$ cat src/rtl/sxt_pkg.sv
// Package: token codes, character constants and shared types of the S-expression tokenizer.
`timescale 1ns / 1ps

package sxt_pkg;

  localparam int unsigned QueueDepth = 4;
  localparam logic [7:0] MaxSymLenReset = 8'd63;

  localparam logic [7:0] ChLParen = 8'h28;
  localparam logic [7:0] ChRParen = 8'h29;
  localparam logic [7:0] ChHash   = 8'h23;
  localparam logic [7:0] ChQuote  = 8'h27;
  localparam logic [7:0] ChT      = 8'h74;
  localparam logic [7:0] ChF      = 8'h66;
  localparam logic [7:0] ChSpace  = 8'h20;
  localparam logic [7:0] ChNl     = 8'h0A;
  localparam logic [7:0] ChTab    = 8'h09;

  typedef enum logic [3:0] {
    KindLParen  = 4'd0,
    KindRParen  = 4'd1,
    KindQuote   = 4'd2,
    KindEmpty   = 4'd3,
    KindTrue    = 4'd4,
    KindFalse   = 4'd5,
    KindSymChar = 4'd6,
    KindSymEnd  = 4'd7,
    KindBadHash = 4'd8,
    KindTooLong = 4'd9
  } kind_e;

  typedef enum logic [2:0] {
    ModeIdle = 3'd0,
    ModeOpen = 3'd1,
    ModeHash = 3'd2,
    ModeHlet = 3'd3,
    ModeSym  = 3'd4,
    ModeSkip = 3'd5
  } mode_e;

  typedef struct packed {
    kind_e      kind;
    logic [7:0] ch;
    logic [7:0] idx;
  } token_t;

  // One queue entry: all tokens caused by one input item (one or two).
  typedef struct packed {
    token_t tok0;
    token_t tok1;
    logic   two;
  } entry_t;

endpackage

$ cat src/rtl/sxt_front.sv
// Front end: accepts bytes, runs the lexer state machine and queues the tokens of each byte.
`timescale 1ns / 1ps

module sxt_front (
  input  logic            clk_i,
  input  logic            rst_ni,
  input  logic            cfg_we_i,
  input  logic [7:0]      cfg_wdata_i,
  input  logic            push,
  output logic            full,
  input  logic [7:0]      in_byte_i,
  input  logic            end_of_input_i,
  input  logic            q_full_i,
  output logic            q_push_o,
  output sxt_pkg::entry_t q_entry_o
);
  import sxt_pkg::*;

  mode_e      mode_q, mode_d;
  logic [7:0] count_q, count_d;
  logic       letter_q, letter_d;
  logic [7:0] max_len_q;
  logic       accept;

  logic       is_space, is_delim, is_tf;
  logic       sym_fits;
  token_t     sym_tok;
  kind_e      bool_kind;

  // what the byte does when handled as from idle
  logic       idle_valid;
  token_t     idle_tok;
  mode_e      idle_mode;
  logic [7:0] idle_count;

  token_t     pre_tok;
  logic       pre_valid;
  logic       use_idle;

  assign accept    = push && !q_full_i;
  assign full      = q_full_i;
  assign is_space  = (in_byte_i == ChSpace) || (in_byte_i == ChNl) || (in_byte_i == ChTab);
  assign is_delim  = is_space || (in_byte_i == ChLParen) || (in_byte_i == ChRParen);
  assign is_tf     = (in_byte_i == ChT) || (in_byte_i == ChF);
  assign bool_kind = letter_q ? KindTrue : KindFalse;
  assign sym_fits  = count_q < max_len_q;

  always_comb begin
    sym_tok = '{kind: KindTooLong, ch: 8'd0, idx: 8'd0};
    if (sym_fits) begin
      sym_tok = '{kind: KindSymChar, ch: in_byte_i, idx: count_q};
    end
  end

  always_comb begin
    idle_valid = 1'b0;
    idle_tok   = '{kind: KindRParen, ch: 8'd0, idx: 8'd0};
    idle_mode  = ModeIdle;
    idle_count = count_q;
    priority if (is_space) begin
      idle_valid = 1'b0;
    end else if (in_byte_i == ChRParen) begin
      idle_valid = 1'b1;
    end else if (in_byte_i == ChQuote) begin
      idle_valid    = 1'b1;
      idle_tok.kind = KindQuote;
    end else if (in_byte_i == ChLParen) begin
      idle_mode = ModeOpen;
    end else if (in_byte_i == ChHash) begin
      idle_mode = ModeHash;
    end else begin
      idle_valid = 1'b1;
      // new symbol: count starts at zero, so it fits unless the limit is zero
      if (max_len_q != 8'd0) begin
        idle_tok   = '{kind: KindSymChar, ch: in_byte_i, idx: 8'd0};
        idle_mode  = ModeSym;
        idle_count = 8'd1;
      end else begin
        idle_tok.kind = KindTooLong;
        idle_mode     = ModeSkip;
        idle_count    = 8'd0;
      end
    end
  end

  // next state
  always_comb begin
    mode_d   = mode_q;
    count_d  = count_q;
    letter_d = letter_q;
    if (end_of_input_i) begin
      mode_d  = ModeIdle;
      count_d = 8'd0;
    end else begin
      unique case (mode_q)
        ModeOpen: begin
          if (in_byte_i == ChRParen) begin
            mode_d = ModeIdle;
          end else if (!is_space) begin
            mode_d  = idle_mode;
            count_d = idle_count;
          end
        end
        ModeHash: begin
          mode_d = is_tf ? ModeHlet : ModeIdle;
          if (is_tf) begin
            letter_d = (in_byte_i == ChT);
          end
        end
        ModeHlet: begin
          mode_d = ModeIdle;
          if (is_delim) begin
            mode_d  = idle_mode;
            count_d = idle_count;
          end
        end
        ModeSym: begin
          if (is_delim) begin
            mode_d  = idle_mode;
            count_d = idle_count;
          end else if (sym_fits) begin
            count_d = count_q + 8'd1;
          end else begin
            mode_d  = ModeSkip;
            count_d = 8'd0;
          end
        end
        ModeSkip: begin
          if (is_delim) begin
            mode_d  = idle_mode;
            count_d = idle_count;
          end
        end
        default: begin
          mode_d  = idle_mode;
          count_d = idle_count;
        end
      endcase
    end
  end

  // tokens: an optional first token, then possibly the byte handled as from idle
  always_comb begin
    pre_valid = 1'b0;
    pre_tok   = '{kind: KindLParen, ch: 8'd0, idx: 8'd0};
    use_idle  = 1'b0;
    if (end_of_input_i) begin
      unique case (mode_q)
        ModeOpen: pre_valid = 1'b1;
        ModeHash: begin
          pre_valid    = 1'b1;
          pre_tok.kind = KindBadHash;
        end
        ModeHlet: begin
          pre_valid    = 1'b1;
          pre_tok.kind = bool_kind;
        end
        ModeSym: begin
          pre_valid = 1'b1;
          pre_tok   = '{kind: KindSymEnd, ch: 8'd0, idx: count_q};
        end
        default: pre_valid = 1'b0;
      endcase
    end else begin
      unique case (mode_q)
        ModeOpen: begin
          if (in_byte_i == ChRParen) begin
            pre_valid    = 1'b1;
            pre_tok.kind = KindEmpty;
          end else if (!is_space) begin
            pre_valid = 1'b1;
            use_idle  = 1'b1;
          end
        end
        ModeHash: begin
          if (!is_tf) begin
            pre_valid    = 1'b1;
            pre_tok.kind = KindBadHash;
          end
        end
        ModeHlet: begin
          pre_valid    = 1'b1;
          pre_tok.kind = is_delim ? bool_kind : KindBadHash;
          use_idle     = is_delim;
        end
        ModeSym: begin
          pre_valid = 1'b1;
          if (is_delim) begin
            pre_tok  = '{kind: KindSymEnd, ch: 8'd0, idx: count_q};
            use_idle = 1'b1;
          end else begin
            pre_tok = sym_tok;
          end
        end
        ModeSkip: use_idle = is_delim;
        default:  use_idle = 1'b1;
      endcase
    end
  end

  always_comb begin
    q_entry_o.tok0 = pre_tok;
    q_entry_o.tok1 = idle_tok;
    q_entry_o.two  = pre_valid && use_idle && idle_valid;
    if (!pre_valid) begin
      q_entry_o.tok0 = idle_tok;
    end
    q_push_o = accept && (pre_valid || (use_idle && idle_valid));
  end

  always_ff @(posedge clk_i or negedge rst_ni) begin
    if (!rst_ni) begin
      mode_q    <= ModeIdle;
      count_q   <= 8'd0;
      letter_q  <= 1'b0;
      max_len_q <= MaxSymLenReset;
    end else begin
      if (cfg_we_i) begin
        max_len_q <= cfg_wdata_i;
      end
      if (accept) begin
        mode_q   <= mode_d;
        count_q  <= count_d;
        letter_q <= letter_d;
      end
    end
  end

endmodule

$ cat src/rtl/sxt_fifo.sv
// Short queue of token entries between front end and back end.
`timescale 1ns / 1ps

module sxt_fifo #(
  parameter int unsigned Depth = sxt_pkg::QueueDepth
) (
  input  logic            clk_i,
  input  logic            rst_ni,
  input  logic            push_i,
  input  sxt_pkg::entry_t wdata_i,
  output logic            full_o,
  input  logic            pop_i,
  output logic            empty_o,
  output sxt_pkg::entry_t rdata_o
);
  import sxt_pkg::*;

  localparam int unsigned PtrW = (Depth > 1) ? $clog2(Depth) : 1;
  localparam int unsigned CntW = $clog2(Depth + 1);
  localparam logic [PtrW-1:0] LastPtr = PtrW'(Depth - 1);

  entry_t            mem_q [Depth];
  logic [PtrW-1:0]   wr_ptr_q, wr_ptr_d, rd_ptr_q, rd_ptr_d;
  logic [CntW-1:0]   cnt_q, cnt_d;
  logic              do_push, do_pop;

  assign full_o  = (cnt_q == CntW'(Depth));
  assign empty_o = (cnt_q == '0);
  assign rdata_o = mem_q[rd_ptr_q];
  assign do_push = push_i && !full_o;
  assign do_pop  = pop_i && !empty_o;

  always_comb begin
    wr_ptr_d = wr_ptr_q;
    rd_ptr_d = rd_ptr_q;
    cnt_d    = cnt_q;
    if (do_push) begin
      wr_ptr_d = (wr_ptr_q == LastPtr) ? '0 : wr_ptr_q + 1'b1;
    end
    if (do_pop) begin
      rd_ptr_d = (rd_ptr_q == LastPtr) ? '0 : rd_ptr_q + 1'b1;
    end
    if (do_push && !do_pop) begin
      cnt_d = cnt_q + 1'b1;
    end else if (do_pop && !do_push) begin
      cnt_d = cnt_q - 1'b1;
    end
  end

  always_ff @(posedge clk_i) begin
    if (do_push) begin
      mem_q[wr_ptr_q] <= wdata_i;
    end
  end

  always_ff @(posedge clk_i or negedge rst_ni) begin
    if (!rst_ni) begin
      wr_ptr_q <= '0;
      rd_ptr_q <= '0;
      cnt_q    <= '0;
    end else begin
      wr_ptr_q <= wr_ptr_d;
      rd_ptr_q <= rd_ptr_d;
      cnt_q    <= cnt_d;
    end
  end

endmodule

$ cat src/rtl/sxt_back.sv
// Back end: splits queued entries into single tokens and holds them in the output register.
`timescale 1ns / 1ps

module sxt_back (
  input  logic            clk_i,
  input  logic            rst_ni,
  input  logic            q_empty_i,
  input  sxt_pkg::entry_t q_entry_i,
  output logic            q_pop_o,
  output logic            empty,
  input  logic            pop,
  output logic [3:0]      token_kind_o,
  output logic [7:0]      symbol_char_o,
  output logic [7:0]      char_index_o,
  output logic            last_of_run_o
);
  import sxt_pkg::*;

  logic   out_valid_q, out_valid_d;
  token_t out_tok_q, out_tok_d;
  logic   out_last_q, out_last_d;
  logic   sel_q, sel_d;   // which token of the head entry goes next
  logic   load;

  assign load = !out_valid_q || pop;

  always_comb begin
    out_valid_d = out_valid_q;
    out_tok_d   = out_tok_q;
    out_last_d  = out_last_q;
    sel_d       = sel_q;
    q_pop_o     = 1'b0;
    if (load) begin
      out_valid_d = !q_empty_i;
      if (!q_empty_i) begin
        out_tok_d  = sel_q ? q_entry_i.tok1 : q_entry_i.tok0;
        out_last_d = sel_q || !q_entry_i.two;
        q_pop_o    = out_last_d;
        sel_d      = !out_last_d;
      end
    end
  end

  always_ff @(posedge clk_i) begin
    out_tok_q  <= out_tok_d;
    out_last_q <= out_last_d;
  end

  always_ff @(posedge clk_i or negedge rst_ni) begin
    if (!rst_ni) begin
      out_valid_q <= 1'b0;
      sel_q       <= 1'b0;
    end else begin
      out_valid_q <= out_valid_d;
      sel_q       <= sel_d;
    end
  end

  assign empty         = !out_valid_q;
  assign token_kind_o  = out_tok_q.kind;
  assign symbol_char_o = out_tok_q.ch;
  assign char_index_o  = out_tok_q.idx;
  assign last_of_run_o = out_last_q;

endmodule

$ cat src/rtl/sexpr_tokenizer.sv
// Top level of the S-expression tokenizer: front end, entry queue and back end.
//
//  Channel  | Handshake          | Data
//  ---------+--------------------+--------------------------------------------------
//  input    | push / full        | in_byte_i, end_of_input_i
//  result   | pop / empty        | token_kind_o, symbol_char_o, char_index_o,
//           |                    | last_of_run_o
//  config   | cfg_we_i           | cfg_wdata_i (max_symbol_length)
//
// One byte is taken per cycle while full is low; each byte is classified in the cycle it
// is taken and its one or two tokens, if any, are queued as one entry. Tokens leave at
// one per cycle while pop is held, from the output register, so a byte that gives
// two tokens gives two results. Tokens pass the queue, then the output register.
// After reset the lexer is idle, the queue empty and the symbol limit 63.
// A stalled result side fills the queue; full then rises and input stalls.
`timescale 1ns / 1ps

module sexpr_tokenizer #(
  parameter int unsigned QueueDepth = sxt_pkg::QueueDepth
) (
  input  logic       clk_i,
  input  logic       rst_ni,
  input  logic       cfg_we_i,
  input  logic [7:0] cfg_wdata_i,
  input  logic       push,
  output logic       full,
  input  logic [7:0] in_byte_i,
  input  logic       end_of_input_i,
  output logic       empty,
  input  logic       pop,
  output logic [3:0] token_kind_o,
  output logic [7:0] symbol_char_o,
  output logic [7:0] char_index_o,
  output logic       last_of_run_o
);
  import sxt_pkg::*;

  logic   q_push, q_full, q_pop, q_empty;
  entry_t q_wdata, q_rdata;

  sxt_front u_front (
    .clk_i          (clk_i),
    .rst_ni         (rst_ni),
    .cfg_we_i       (cfg_we_i),
    .cfg_wdata_i    (cfg_wdata_i),
    .push           (push),
    .full           (full),
    .in_byte_i      (in_byte_i),
    .end_of_input_i (end_of_input_i),
    .q_full_i       (q_full),
    .q_push_o       (q_push),
    .q_entry_o      (q_wdata)
  );

  sxt_fifo #(
    .Depth (QueueDepth)
  ) u_fifo (
    .clk_i   (clk_i),
    .rst_ni  (rst_ni),
    .push_i  (q_push),
    .wdata_i (q_wdata),
    .full_o  (q_full),
    .pop_i   (q_pop),
    .empty_o (q_empty),
    .rdata_o (q_rdata)
  );

  sxt_back u_back (
    .clk_i         (clk_i),
    .rst_ni        (rst_ni),
    .q_empty_i     (q_empty),
    .q_entry_i     (q_rdata),
    .q_pop_o       (q_pop),
    .empty         (empty),
    .pop           (pop),
    .token_kind_o  (token_kind_o),
    .symbol_char_o (symbol_char_o),
    .char_index_o  (char_index_o),
    .last_of_run_o (last_of_run_o)
  );

endmodule
$ cat config.mk
export PLATFORM = sky130hd
export DESIGN_NAME = sexpr_tokenizer
export DESIGN_NICKNAME = d
export VERILOG_FILES = /design/src/rtl/sxt_pkg.sv /design/src/rtl/sxt_front.sv /design/src/rtl/sxt_fifo.sv /design/src/rtl/sxt_back.sv /design/src/rtl/sexpr_tokenizer.sv
export SDC_FILE = /design/constraint.sdc
export NUM_CORES = 1
export LEC_CHECK = 0
export ABC_AREA = 1
export BUFFER_PORTS_ARGS = -buffer_cell sky130_fd_sc_hd__buf_2
export CAP_MARGIN = 40
export CORE_MARGIN = 3
export CORE_UTILIZATION = 38
export CTS_CLUSTER_DIAMETER = 200
export DETAILED_ROUTE_END_ITERATION = 7
export PLACE_DENSITY = 0.55
export SETUP_SLACK_MARGIN = 0.5
export SYNTH_ARGS = -nofsm -noshare
export SYNTH_HDL_FRONTEND = slang
export SYNTH_SLANG_ARGS = --single-unit
$ cat constraint.sdc
create_clock -name clk_i -period 2.84 [get_ports clk_i]
set_input_delay 0 -clock clk_i [delete_from_list [all_inputs] [get_ports clk_i]]
set_output_delay 0 -clock clk_i [all_outputs]
set_load 0.05 [all_outputs]
== Yosys cells after proc, flatten, opt, wreduce, memory -nomap -nowiden ==
Memories as Yosys holds them, arrays and structs flattened.
Cells that the tools add are included.
Storage, ports and cells
  flip-flop bits (word level): 50
  bits in writable memories: 164
  input bits: 22
  output and inout port bits: 23
  logic and storage cells: 152
  memories: 1
Cells by class
  add/sub/neg operators: 5
  magnitude comparators: 1
  eq/ne operators: 24
  muxes and demuxes: 72
  bitwise logic cells: 2
  reduce and logical (&&, ||, !) cells: 34
Memory list
  u_fifo.mem_q: depth 4, bits a word 41, read ports 1, clocked after memory_dff 0, write ports 1, line sxt_fifo.sv:22  | entry_t mem_q [Depth];
Operator list (count)
  $mux W20: 9
  $mux W8: 12
  $mux W16: 3
  $mux W3: 14
  $eq A8 B6 Y1 const B: 5
  $pmux W8 S4: 1
  $mux W1: 20
  $eq A8 B4 Y1 const B: 2
  $eq A8 B7 Y1 const B: 2
  $mux W4: 4
  $pmux W4 S4: 1
  $pmux W3 S5: 1
  $pmux W4 S3: 1
  $eq A3 B3 Y1 const B: 3
  $logic_and A1 B1 Y1: 9
  $add A8 B1 Y8 const B: 1
  $logic_or A1 B1 Y1: 8
  $lt A8 B8 Y1: 1
  $mux W2: 4
  $reduce_and A4 Y1: 2
  $reduce_bool A8 Y1: 1
  $logic_not A1 Y1: 7
  $eq A3 B2 Y1 const B: 2
  $ne A3 B3 Y1 const B: 2
  other kinds (19): 23

== Depth between registers and ports, before layout ==
Gate-level depths: netlist of run 1.
  depth in word-level cells: 16
  mapped depth: 19
  mapped depth without buffers: 19

== Hierarchy ==
Synthesis of run 1 repeated with hierarchy kept, for this count alone.
Unflattened totals
  cell total of the unflattened synthesis: 981
  area total of the unflattened synthesis: 10660.2 um^2
By module, submodules not included
  sxt_fifo: times used 1, cells each 539, area an instance 7500.9 um^2, seq. area each 5099.9 um^2
  sxt_front: times used 1, cells each 340, area an instance 2158.3 um^2, seq. area each 508.0 um^2
  sxt_back: times used 1, cells each 102, area an instance 1001.0 um^2, seq. area each 680.7 um^2

== Worst setup path after synthesis of run 1 ==
Ideal clock, no wire load.
  path kind: register to register
  start point: reg u_front.mode_q[0]
  end point: mem u_fifo.mem_q[3][0] in the netlist's numbering, enable pin
  setup time: 423 ps
  data arrival time: 2671 ps
  data required time: 2417 ps
  path slack: -254 ps
  cell stages (with the launch flop): 10
  period minus slack after synthesis: 3094 ps
  path through: dfrtp_1 -> nor3_4 -> inv_2 -> nand2_1 -> nor2_1 -> nand3_2 -> nand2_4 -> nand2_2 -> nand2_2 -> nor2_1
On the way
  cells in the longest elaborated chain, start to end: 10
RTL lines
  from (decl): line sxt_front.sv:19  | mode_e mode_q, mode_d;
  from (signal assigned): line sxt_front.sv:213  | mode_q <= ModeIdle;
  from (signal assigned): line sxt_front.sv:222  | mode_q <= mode_d;
  $eq A3 B3 Y1 or $eq A3 B2 Y1 (tied branches): line sxt_front.sv:165, sxt_front.sv:148
  $reduce_or A2 Y1 (no line)
  $pmux W1 S4: line sxt_front.sv:165  | unique case (mode_q)
  $mux W1: line sxt_front.sv:147  | if (end_of_input_i) begin
  $logic_and A1 B1 Y1: line sxt_front.sv:208  | q_push_o = accept && (pre_valid || (use_idle && idle_valid));
  $logic_or A1 B1 Y1 *: line sxt_front.sv:208
  $logic_and A1 B1 Y1 *: line sxt_front.sv:208
  $logic_and A1 B1 Y1 *: line sxt_fifo.sv:30  | assign do_push = push_i && !full_o;
  $mux W1 *: line sxt_fifo.sv:51  | if (do_push) begin
  $mux W1 (not written as such) *: line sxt_fifo.sv:52  | mem_q[wr_ptr_q] <= wdata_i;
  to (decl): line sxt_fifo.sv:22
Every way passes the cells marked *; elsewhere a longest branch is shown, timed or not.

== Worst setup path after layout of run 1 ==
  start point: reg u_front.mode_q[2]
  end point: reg u_fifo.cnt_q[2]
On the way
  cells in the longest elaborated chain, start to end: 11
RTL lines
  $eq A3 B3 Y1 or $eq A3 B2 Y1 (tied branches): line sxt_front.sv:165, sxt_front.sv:148
  $reduce_or A2 Y1 (no line)
  $pmux W1 S4: line sxt_front.sv:165
  $mux W1: line sxt_front.sv:147
  $logic_and A1 B1 Y1: line sxt_front.sv:208
  $logic_or A1 B1 Y1 *: line sxt_front.sv:208
  $logic_and A1 B1 Y1 *: line sxt_front.sv:208
  $logic_and A1 B1 Y1 *: line sxt_fifo.sv:30
  net u_fifo.do_push: line sxt_fifo.sv:25  | logic do_push, do_pop;
  $logic_not A1 Y1: line sxt_fifo.sv:45  | end else if (do_pop && !do_push) begin
  $logic_and A1 B1 Y1: line sxt_fifo.sv:45
  $reduce_bool A2 Y1 (no line)
  to (signal assigned): line sxt_fifo.sv:64  | cnt_q <= cnt_d;
  to (decl): line sxt_fifo.sv:24  | logic [CntW-1:0] cnt_q, cnt_d;
The timed path passes the listed nets; every way through them passes the cells marked *.
A chain may end at the register's enable or synchronous reset.

==> results by group, run 1 <==
Finish
  • Post-route insts no fill: 1186
  • Area Growth Syn to Fin: 23.1%
  • Diode count: 0
  • Net count, final: 935
  • Final instance area: 10100 sq um
  • Share of cells above drive strength 1: 22.5%

Global route
  • M2 GR Usage: 25.2%
  • Pin count of the biggest net entering global routing: 35
  • Initial antenna violation count: 0
  • First-pass GRT wire length: 29.3 mm
  • Routing usage on met1: 22.7%
  • Grt peak-use layer: met2
  • Vias in the first global route: 5506
  • Global Route met3 Usage: 3.40%
  • GRT Resource Usage Total: 15.9%
  • Total grt overflow: 0

Clock tree
  • Total CTS buffers: 17
  • Root Driver: clkbuf_16
  • Clock Latency Late Sink: 420 ps
  • Max Buffers Root-to-Sink: 2
  • CTS clk-pin slew, worst paths: 70 ps
  • CTS Sinks: 182
  • H-tree levels: 4
  • CTS tree: done

Detailed routing
  • Routed via count: 5775
  • Remaining DRCs: 0
  • Wire per inst: 15.6 um
  • DRT Pass-1 Iters: 5
  • DRT antenna net count: 0
  • Post-Route WL: 18.6 mm
  • DR vias/cell: 4.87
  • Iteration-0 DRC Markers: 438

Timing
  • Setup Skew: 10.5 ps
  • Max_slew headroom: 52.7%
  • Fin. Hold Viols: 0
  • Period utilisation layout: 84.6%
  • Worst-Margin Slew: 709 ps
  • F_max: 416 MHz
  • Final setup TNS: 0 ps
  • Unrepaired setup endpoints after global routing: yes
  • Max Slew Vio Count: 0
  • Period minus WS final: 2400 ps
  • # setup viols final: 0

Synthesis
  • Post-Syn Area: 8240 sq um
  • Syn avg cell area: 10.4 sq um
  • Area fraction of the dominant cell type after synthesis: 55.8%
  • Post-Synth Simple-Gate Area: 18.9%
  • Syn_nets: 829
  • #FFs+latches synth: 182
  • EDFF count, synth: 153
  • Unique masters post-synth: 43
  • Cell count after synthesis: 792
  • Synth Area in Compound Gates: 8.98%
  • Xor and xnor fraction of the mapped netlist area: 0.532%
  • Post-synthesis mux area share: 0.137%
  • Synth top area cells: edfxtp_1 (56%), nor2_1 (7.9%), dfrtp_1 (7.0%)
  • Count leader, synth: nor2_1
  • Ys flop type: edfxtp_1
  • Largest family of logic cells by synthesized area: simple AND/OR/NAND/NOR gates
  • Synth Warn #: 0
  • Adder-cell area share of the yosys netlist: 2.37%
  • Ys async rst share: 15.9%
  • Sequential area share after synthesis: 64.7%
  • Synth top cells by count: nor2_1 (174), edfxtp_1 (153), nand2_1 (114)
  • Synth area leader: edfxtp_1

Placement
  • HPWL after DPL: 11.8 mm
  • Placed inst area: 8970 sq um
  • GPL Wtd Cong: 0.924
  • Port buffer count: 44
  • Placed cell count: 1108

Critical path
  • Crit end category: register
  • R2R Setup Slk: 440 ps
  • Max FO, Critical Path: 5
  • Worst path max stage delay: 460 ps
  • Crit path arrival time: 2710 ps
  • Crit Path Category: reg2reg
  • Reg2reg end: u_fifo.cnt_q[2]$_DFFE_PN0P_
  • FF-to-FF path depth: 14
  • Critical Path RT: 3140 ps
  • Crit path launch type: register
  • Critical R2R Launch: u_front.mode_q[2]$_DFFE_PN0P_
  • Crit path capture: u_fifo.cnt_q[2]$_DFFE_PN0P_
  • Crit. Startpoint: u_front.mode_q[2]$_DFFE_PN0P_
  • Cell at the slowest stage of the critical path: dfrtp_2
  • CP Cell Sequence: buf_6 -> nor3_4 -> nand4_1 -> nand3_2 -> nand2_4 -> nand2_4 -> nand2_8 -> inv_2 -> ha_4 -> inv_2 -> fa_2 -> a21oi_2 -> o21ai_2 -> xor2_1

Min path
  • Worst hold path class: in2reg
  • Hold path depth: 3

Die
  • Io pins: 45
  • Core area: 21200 sq um
  • Die ar.: 23500 sq um
  • Die height: 153 um
  • Initial Utilization: 38.9%
  • Num rows: 53
  • Die Span X: 153 um

Pwr
  • Leakage power: 4.00 nW
  • Power Dens Cells: 1020 nW/um^2
  • Peak supply drop: 0.492 mV

Run
  • Max Cap Violations: 0

Status
  • Outcome: finished clean
## registers in the layout, indices dropped and copies added (netlist names)
| name | count |
|---|---|
| u_back.last_of_run_o | 1 |
| u_front.letter_q | 1 |
| u_fifo.mem_q | 132 |
| u_back.symbol_char_o | 8 |
| u_back.out_valid_q | 1 |
| u_back.char_index_o | 8 |
| u_fifo.wr_ptr_q | 2 |
| u_fifo.cnt_q | 3 |
| u_front.count_q | 8 |
| u_front.mode_q | 3 |
| u_front.max_len_q | 8 |
| u_back.sel_q | 1 |
| u_back.token_kind_o | 4 |
| u_fifo.rd_ptr_q | 2 |
## per-stage QoR
stage | worst slack [ps] | power, mW | utilization, % | hold slack [ps]
final | 437 | 10.4 | 47.9 | 22.3
after global routing | 335 | 11.1 | 47.9 | 23.2
after CTS | 436 | 10.3 | 47.1 | 3.20
after detailed placement | 210 | 7.77 | 42.4 | 90.0
after global placement | 244 | 7.75 | 42.4 | 87.3
after floorplan | 325 | 6.65 | - | -296
## worst max-delay path: cells and delay by family (launching register included)
kind	cells	cell delay, ps
fa+ha+maj	2	470
compound gates	2	220
xor+xnor	1	130
simple gates	6	740
flops	1	460
buf+inv	3	250
## report_power, final
group          internal (mW)  switching, mW
Combinational           1.24           2.80
Sequential              3.72          0.260
Clock                   1.33           1.04
## cell families after synthesis
kind of cell	after synthesis
buffers and inverters	96
AO/OA/AOI/OAI	138
flip-flops	182
AND/OR/NAND/NOR	355
XOR/XNOR	5
adder cells (fa/ha/maj)	15
multiplexers	1
## cell type report
cell class	count	area, sq um
Sequential cell	182	5330
Clock buffer	19	433
Timing Repair Buffer	112	848
Multi-Input combinational cell	514	2740
Inverter	71	273
Fill cell	1937	11000
Clock inverter	13	165
Tap cell	275	344
## worst min-delay path by stage
stage	startpoint	end	slack, ps
after detailed placement	rst_ni	u_front.max_len_q[6]$_DFFE_PN0P_	90
after global placement	rst_ni	u_front.max_len_q[6]$_DFFE_PN0P_	90
after floorplan	rst_ni	u_back.out_valid_q$_DFFE_PN0N_	-300
after CTS	in_byte_i[4]	u_fifo.mem_q[1][33]$_DFFE_PP_	3
after global routing	in_byte_i[4]	u_fifo.mem_q[0][33]$_DFFE_PP_	20
final	in_byte_i[4]	u_fifo.mem_q[1][33]$_DFFE_PP_	20
## cell usage in the layout (no fill, tap or decap), types with 3 or more instances in the layout
cell type | synthesis | final
dfrtp_2 | 0 | 4
o21ai_1 | 4 | 8
a31oi_1 | 12 | 12
dfstp_2 | 6 | 6
a21oi_1 | 18 | 16
buf_2 | 1 | 44
dlygate4sd3_1 | 0 | 29
nor3_1 | 11 | 10
ha_1 | 14 | 13
clkinvlp_4 | 0 | 4
nand2_1 | 114 | 107
dfrtp_1 | 23 | 19
edfxtp_1 | 153 | 153
a21oi_2 | 1 | 3
o21ai_2 | 2 | 3
clkbuf_16 | 0 | 17
buf_12 | 0 | 3
inv_2 | 13 | 16
nor2_4 | 5 | 14
xor2_1 | 4 | 4
nand4_1 | 3 | 3
nand3_2 | 3 | 8
inv_6 | 0 | 4
inv_1 | 55 | 50
nor2_2 | 4 | 7
nand2_4 | 2 | 6
o22ai_1 | 13 | 13
nor2_1 | 174 | 162
nand2_2 | 8 | 10
o21ai_0 | 86 | 81
nand3_1 | 21 | 16
buf_4 | 0 | 34
clkinv_1 | 3 | 3
## layer usage
| metal | vias to the layer above | routed length [um] | share of wire, % |
|---|---|---|---|
| li1 | 2909 | - | - |
| met1 | 2726 | 8850 | 48 |
| met2 | 126 | 8700 | 47 |
| met3 | 14 | 823 | 4.4 |
| met4 | 0 | 178 | 0.96 |
| met5 | - | 0 | 0 |
## repair_timing
item | in CTS | in global routing
pin swaps | 6 | 9
setup endpoints to repair | 18 | 174
gates resized for setup | 10 | 33
hold endpoints to repair | 37 | 0
setup buffers | 8 | 9
hold buffers | 29 | 0
Power figures use the tool's default switching activity.
==> run 2: changes to the inputs <==
--- a/config.mk
+++ b/config.mk
@@ -5,14 +5,14 @@
 export SDC_FILE = /design/constraint.sdc
 export NUM_CORES = 1
 export LEC_CHECK = 0
-export ABC_AREA = 1
+export ABC_AREA = 0
 export BUFFER_PORTS_ARGS = -buffer_cell sky130_fd_sc_hd__buf_2
 export CAP_MARGIN = 40
 export CORE_MARGIN = 3
 export CORE_UTILIZATION = 38
 export CTS_CLUSTER_DIAMETER = 200
 export DETAILED_ROUTE_END_ITERATION = 7
-export PLACE_DENSITY = 0.55
+export PLACE_DENSITY = 0.53
 export SETUP_SLACK_MARGIN = 0.5
 export SYNTH_ARGS = -nofsm -noshare
 export SYNTH_HDL_FRONTEND = slang
==> constraint.sdc (replaced) <==
create_clock -name clk_i -period 2.24 [get_ports clk_i]
set_input_delay 0 -clock clk_i [delete_from_list [all_inputs] [get_ports clk_i]]
set_output_delay 0 -clock clk_i [all_outputs]
set_load 0.05 [all_outputs]
==> run 2 against run 1 <==
The flow now finishes with violations (setup timing). Non-clock buffer count grew 84. Maximum frequency grew 0.47%. Cell area is 14% higher. Global-route usage increased by 0.091 points. Via count decreased by 12%. Clock skew decreased by 2.2 ps. Clock-buffer cell count down 2. Die area down 1.8%. Power increased by 48%. Critical path depth fell by 3. Flip-flop and latch count did not move. First-iteration DRC count down 38%. Largest cell class unchanged. Highest routed layer unchanged.
==> results by group, run 2 <==
Status
  • Outcome: complete, but fails checks
  • Failing checks: setup timing

Timing
  • Max Slew Vio Count: 0
  • Max_slew headroom: 51.2%
  • F_max: 418 MHz
  • Unrepaired setup endpoints after global routing: yes
  • Final Worst Setup Slack: -151 ps
  • Setup Skew: 8.29 ps
  • Period utilisation layout: 107%
  • Final setup TNS: -4320 ps
  • Fin. Hold Viols: 0
  • Period minus WS final: 2390 ps
  • # setup viols final: 107
  • Worst-Margin Slew: 732 ps

Clock tree
  • Max Buffers Root-to-Sink: 2
  • CTS tree: done
  • Total CTS buffers: 17
  • CTS clk-pin slew, worst paths: 80 ps
  • Root Driver: clkbuf_16
  • Clock Latency Late Sink: 430 ps
  • CTS Sinks: 182
  • H-tree levels: 4

Synthesis
  • Post-Synth Simple-Gate Area: 10.0%
  • Cell count after synthesis: 508
  • EDFF count, synth: 153
  • Count leader, synth: edfxtp_1
  • Area fraction of the dominant cell type after synthesis: 56.9%
  • Largest family of logic cells by synthesized area: multiplexers
  • Sequential area share after synthesis: 65.9%
  • Synth Warn #: 0
  • Synth area leader: edfxtp_1
  • Ys flop type: edfxtp_1
  • #FFs+latches synth: 182
  • Syn_nets: 545
  • Xor and xnor fraction of the mapped netlist area: 0.542%
  • Synth top cells by count: edfxtp_1 (153), mux4_2 (33), and2_1 (23), dfrtp_1 (23), nand2_1 (23)
  • Post-Syn Area: 8080 sq um
  • Syn avg cell area: 15.9 sq um
  • Ys async rst share: 15.9%
  • Synth Area in Compound Gates: 6.57%
  • Unique masters post-synth: 65
  • Adder-cell area share of the yosys netlist: 2.42%
  • Synth top area cells: edfxtp_1 (57%), mux4_2 (9.2%), dfrtp_1 (7.1%)
  • Post-synthesis mux area share: 12.2%

Critical path
  • Crit end category: register
  • CP Cell Sequence: or3b_4 -> nor4_4 -> a211oi_2 -> nand2_1 -> o41ai_4 -> buf_4 -> buf_6 -> and2_4 -> buf_12 -> buf_12 -> buf_16
  • Crit path arrival time: 2590 ps
  • FF-to-FF path depth: 11
  • Cell mode on critical path: buf_12
  • Worst path max stage delay: 450 ps
  • Critical Path RT: 2440 ps
  • Crit Path Category: reg2reg
  • Max FO, Critical Path: 8
  • Crit path launch type: register
  • Cell at the slowest stage of the critical path: dfrtp_2

Min path
  • Hold path depth: 3
  • Worst hold path class: in2reg

Global route
  • First-pass GRT wire length: 28.7 mm
  • Total grt overflow: 0
  • Pin count of the biggest net entering global routing: 35
  • GRT Resource Usage Total: 16.0%
  • Initial antenna violation count: 0
  • Vias in the first global route: 5256

Die
  • Die ar.: 23000 sq um
  • Core area: 20600 sq um
  • Initial Utilization: 39.3%
  • Die Span X: 152 um
  • Die height: 152 um
  • Io pins: 45
  • Num rows: 52

Detailed routing
  • DRT Pass-1 Iters: 4
  • Iteration-0 DRC Markers: 273
  • DR vias/cell: 5.15
  • Routed via count: 5068
  • DRT antenna net count: 0
  • Wire per inst: 19.0 um
  • Remaining DRCs: 0
  • Post-Route WL: 18.7 mm

Placement
  • Port buffer count: 44
  • HPWL after DPL: 11.4 mm
  • Place WS: -332 ps
  • Placed cell count: 883
  • GPL Wtd Cong: 0.881

Pwr
  • Leakage power: 4.33 nW
  • Power Dens Cells: 1340 nW/um^2
  • Total power: 15.4 mW
  • Peak supply drop: 0.544 mV

Finish
  • Net count, final: 738
  • Most frequent cells in the layout: edfxtp_1 (153), buf_4 (70), buf_2 (44), mux4_2 (33), dlygate4sd3_1 (25)
  • Biggest register: u_fifo.mem_q
  • Share of cells above drive strength 1: 52.7%
  • Diode count: 0
  • Post-route insts no fill: 984
  • Area Growth Syn to Fin: 42.7%
  • Number of flip-flops in the largest register: 132
  • Core Util, Final: 56.1%
  • Commonest non-fill, non-tap cell in the layout: edfxtp_1

Run
  • Max Cap Violations: 0
-- run 2: cell count changes in the layout (fill, tap and decap cells not counted), moves of 33 or more --
cell | before | now
o21ai_0 | 81 | 14
nand2_1 | 107 | 18
inv_1 | 50 | 12
nor2_1 | 162 | 12
mux4_2 | 0 | 33
buf_4 | 34 | 70
-- run 2: final timing paths --
path / endpoint / from / slack [ps]
worst max-delay path: u_fifo.mem_q[3][31]$_DFFE_PP_ / u_front.mode_q[0]$_DFFE_PN0P_ / -150
min in group asynchronous: u_front.count_q[1]$_DFFE_PN0P_ / rst_ni / 170
worst min register to register: u_front.letter_q$_DFFE_PN0P_ / u_front.letter_q$_DFFE_PN0P_ / 520
max in group asynchronous: u_fifo.rd_ptr_q[0]$_DFFE_PN0P_ / rst_ni / 1560
worst max register to register: u_fifo.mem_q[3][31]$_DFFE_PP_ / u_front.mode_q[0]$_DFFE_PN0P_ / -150
worst min-delay path: u_fifo.mem_q[2][16]$_DFFE_PP_ / in_byte_i[7] / 60
-- run 2: logic make-up (layout without fill, tap and decap cells) --
logic type,count (synthesis),in the layout
AND/OR/NAND/NOR,137,137
flip-flops,182,182
multiplexers,54,54
AO/OA/AOI/OAI,71,71
buffers and inverters,44,250
XOR/XNOR,5,5
adder cells (fa/ha/maj),15,15
-- run 2: timing repair --
item | 4_1_cts | 5_1_grt
pin swaps | 18 | 21
gates cloned | 9 | 5
resized for setup | 54 | 81
hold buffers | 25 | 0
buffers inserted | 13 | 17
setup endpoints to repair | 299 | 288
hold endpoints to repair | 32 | 0
-- run 2: cell type report --
| type | count | area, sq um |
|---|---|---|
| fillers | 1632 | 9030 |
| flip-flops and latches | 182 | 5330 |
| multi-input cells | 282 | 3160 |
| repair buffers | 196 | 1980 |
| clock buffers | 17 | 425 |
| well taps | 270 | 338 |
| clock inverters | 15 | 196 |
| inverters | 22 | 90.1 |
-- run 2: power breakdown --
group	internal, mW	switching (mW)
Clock	1.53	1.49
Sequential	4.93	0.301
Combinational	3.61	3.55
-- run 2: through the flow --
stage / cell area [sq um] / hold slack [ps]
2_1_floorplan: 8350 / -296
3_3_place_gp: 9460 / 89.1
3_5_place_dp: 9460 / 93.3
4_1_cts: 10900 / 41.1
5_1_grt: 11500 / 76.3
6_report: 11500 / 57.5
-- run 2: worst max-delay path, delay by kind of cell, from the launching register on --
kind	cells	cell delay, ps
AND/OR/NAND/NOR	4	840
buffers and inverters	5	650
flip-flops	1	450
AO/OA/AOI/OAI	2	200
-- run 2: routing by layer --
metal / wire (um) / GRT usage [%] / vias to the layer above / part of all wire, %
met4: 210 / 4.28 / 0 / 1.1
li1: - / - / 2384 / -
met5: 0 / 0 / - / 0
met2: 9470 / 26.7 / 106 / 51
met3: 772 / 3.01 / 18 / 4.1
met1: 8250 / 21.7 / 2560 / 44
==> run 3: changes to the inputs <==
--- a/config.mk
+++ b/config.mk
@@ -12,7 +12,8 @@
 export CORE_UTILIZATION = 38
 export CTS_CLUSTER_DIAMETER = 200
 export DETAILED_ROUTE_END_ITERATION = 7
-export PLACE_DENSITY = 0.53
+export PLACE_DENSITY = 0.63
+export RECOVER_POWER = 50
 export SETUP_SLACK_MARGIN = 0.5
 export SYNTH_ARGS = -nofsm -noshare
 export SYNTH_HDL_FRONTEND = slang
==> run 3 against run 2 <==
Maximum frequency increased by 1.6%. Final cell count decreased by 0.10%. Global-route usage increased by 0.52 points. Register-to-register slack improved by 40 ps. Clock-buffer cell count increased by 1. Critical path depth decreased by 2. Setup slack improved by 39 ps. Non-clock buffer count decreased by 1. The flow finishes with violations (capacitance limit, slew limit, setup timing). Flip-flop and latch count unchanged.
==> results by group, run 3 (synthesis gave the netlist of run 2 again) <==
Status
  • Outcome: complete, but fails checks
  • Failing checks: capacitance limit, slew limit, setup timing

Pwr
  • Peak supply drop: 0.697 mV
  • Power Dens Cells: 1350 nW/um^2
  • Leakage power: 4.27 nW

Critical path
  • Critical Path RT: 2550 ps
  • Cell at the slowest stage of the critical path: dfrtp_2
  • Worst path max stage delay: 440 ps
  • Crit path arrival time: 2660 ps
  • Crit path launch type: register
  • Crit Path Category: reg2reg
  • Crit end category: register
  • Max FO, Critical Path: 5
  • CP Cell Sequence: or3b_4 -> nor4_4 -> a211oi_2 -> nand2_1 -> o41ai_4 -> ha_4 -> inv_2 -> fa_2 -> mux2_2

Timing
  • Hold slack: 54.1 ps
  • Max_slew headroom: -19.1%
  • Fin. Hold Viols: 0
  • Max Slew Vio Count: 30
  • Final Worst Setup Slack: -113 ps
  • Worst-Margin Slew: 1790 ps
  • Unrepaired setup endpoints after global routing: yes
  • F_max: 425 MHz
  • Setup Skew: 11.1 ps
  • Period minus WS final: 2350 ps
  • Period utilisation layout: 105%
  • # setup viols final: 2

Global route
  • Pin count of the biggest net entering global routing: 35
  • Initial antenna violation count: 0
  • Vias in the first global route: 5379
  • First-pass GRT wire length: 29.6 mm
  • Total grt overflow: 0
  • GRT Resource Usage Total: 16.5%

Finish
  • Final instance area: 11500 sq um
  • Core Util, Final: 55.9%
  • Diode count: 0
  • Area Growth Syn to Fin: 42.3%
  • Commonest non-fill, non-tap cell in the layout: edfxtp_1
  • Net count, final: 737
  • Most frequent cells in the layout: edfxtp_1 (153), buf_4 (60), mux4_2 (33), clkbuf_1 (27)
  • Biggest register: u_fifo.mem_q
  • Number of flip-flops in the largest register: 132
  • Post-route insts no fill: 983
  • Share of cells above drive strength 1: 48.2%

Clock tree
  • CTS clk-pin slew, worst paths: 70 ps
  • Total CTS buffers: 17
  • H-tree levels: 4
  • Clock Latency Late Sink: 430 ps
  • Root Driver: clkbuf_16
  • CTS tree: done
  • CTS Sinks: 182
  • Max Buffers Root-to-Sink: 2

Detailed routing
  • DRT antenna net count: 0
  • Iteration-0 DRC Markers: 298
  • Post-Route WL: 19.4 mm
  • DRT Pass-1 Iters: 4
  • Routed via count: 5112
  • Wire per inst: 19.8 um
  • Remaining DRCs: 0
  • DR vias/cell: 5.20

Placement
  • Placed inst area: 9380 sq um
  • HPWL after DPL: 11.4 mm
  • GPL Wtd Cong: 0.890
  • Placed cell count: 876
  • Port buffer count: 44

Die
  • Num rows: 52
  • Initial Utilization: 39.3%
  • Core area: 20600 sq um
  • Io pins: 45
  • Die height: 152 um
  • Die Span X: 152 um
  • Die ar.: 23000 sq um

Min path
  • Worst hold path class: in2reg

Run
  • Max Cap Violations: 1
[run 3: worst paths after layout]
check	startpoint	endpoint	cells past startpoint	slack, ps
hold reg to reg	u_front.letter_q$_DFFE_PN0P_	u_front.letter_q$_DFFE_PN0P_	1	560
setup / recovery	u_front.mode_q[0]$_DFFE_PN0P_	u_fifo.cnt_q[1]$_DFFE_PN0P_	9	-110
setup reg to reg	u_front.mode_q[0]$_DFFE_PN0P_	u_fifo.cnt_q[1]$_DFFE_PN0P_	9	-110
hold / removal	in_byte_i[7]	u_fifo.mem_q[2][16]$_DFFE_PP_	3	50
max in group asynchronous	rst_ni	u_front.mode_q[0]$_DFFE_PN0P_	2	480
min in group asynchronous	rst_ni	u_fifo.rd_ptr_q[0]$_DFFE_PN0P_	2	590
[run 3: final cells by class]
cell class	instances	area, sq um
clock buffers	18	429
clock inverters	14	120
fillers	1639	9060
inverters	22	82.6
multi-input cells	282	3210
flip-flops and latches	182	5330
well taps	270	338
repair buffers	195	1980
[run 3: metal layers]
metal	global-route usage (%)	routed length (um)	up-vias
met2	29.5	10400	94
met3	3.07	579	16
met4	4.54	183	0
li1	-	-	2374
met5	0	0	-
met1	20.7	8280	2628
[run 3: where the power goes]
| part | switching [mW] | total (mW) | internal (mW) |
|---|---|---|---|
| logic | 3.70 | 7.47 | 3.77 |
| clock network | 1.32 | 2.78 | 1.45 |
| registers | 0.335 | 5.27 | 4.94 |
| total | 5.36 | 15.5 | 10.2 |
[run 3: critical path, delay by kind of cell (launching register included)]
kind	cells	cell delay, ps
AO/OA/AOI/OAI	2	200
adder cells (fa/ha/maj)	2	600
buffers and inverters	1	50
flip-flops	1	440
multiplexers	1	270
AND/OR/NAND/NOR	3	680
[run 3: timing repair]
item | 4_1_cts | 5_1_grt
setup endpoints to repair | 295 | 255
hold endpoints to repair | 34 | 0
gates cloned | 12 | 4
hold buffers | 26 | 0
setup buffers | 20 | 13
gates resized for setup | 99 | 73
pin swaps | 22 | 16
[run 3: stage by stage]
step	setup TNS (ps)	power [mW]	setup WS [ps]
final	-125	15.5	-113
after CTS	-198	14.9	-137
after global routing	-4360	16.3	-198
after detailed placement	-11040	10.7	-266
after floorplan	-18610	8.97	-272
after global placement	-6900	10.5	-239
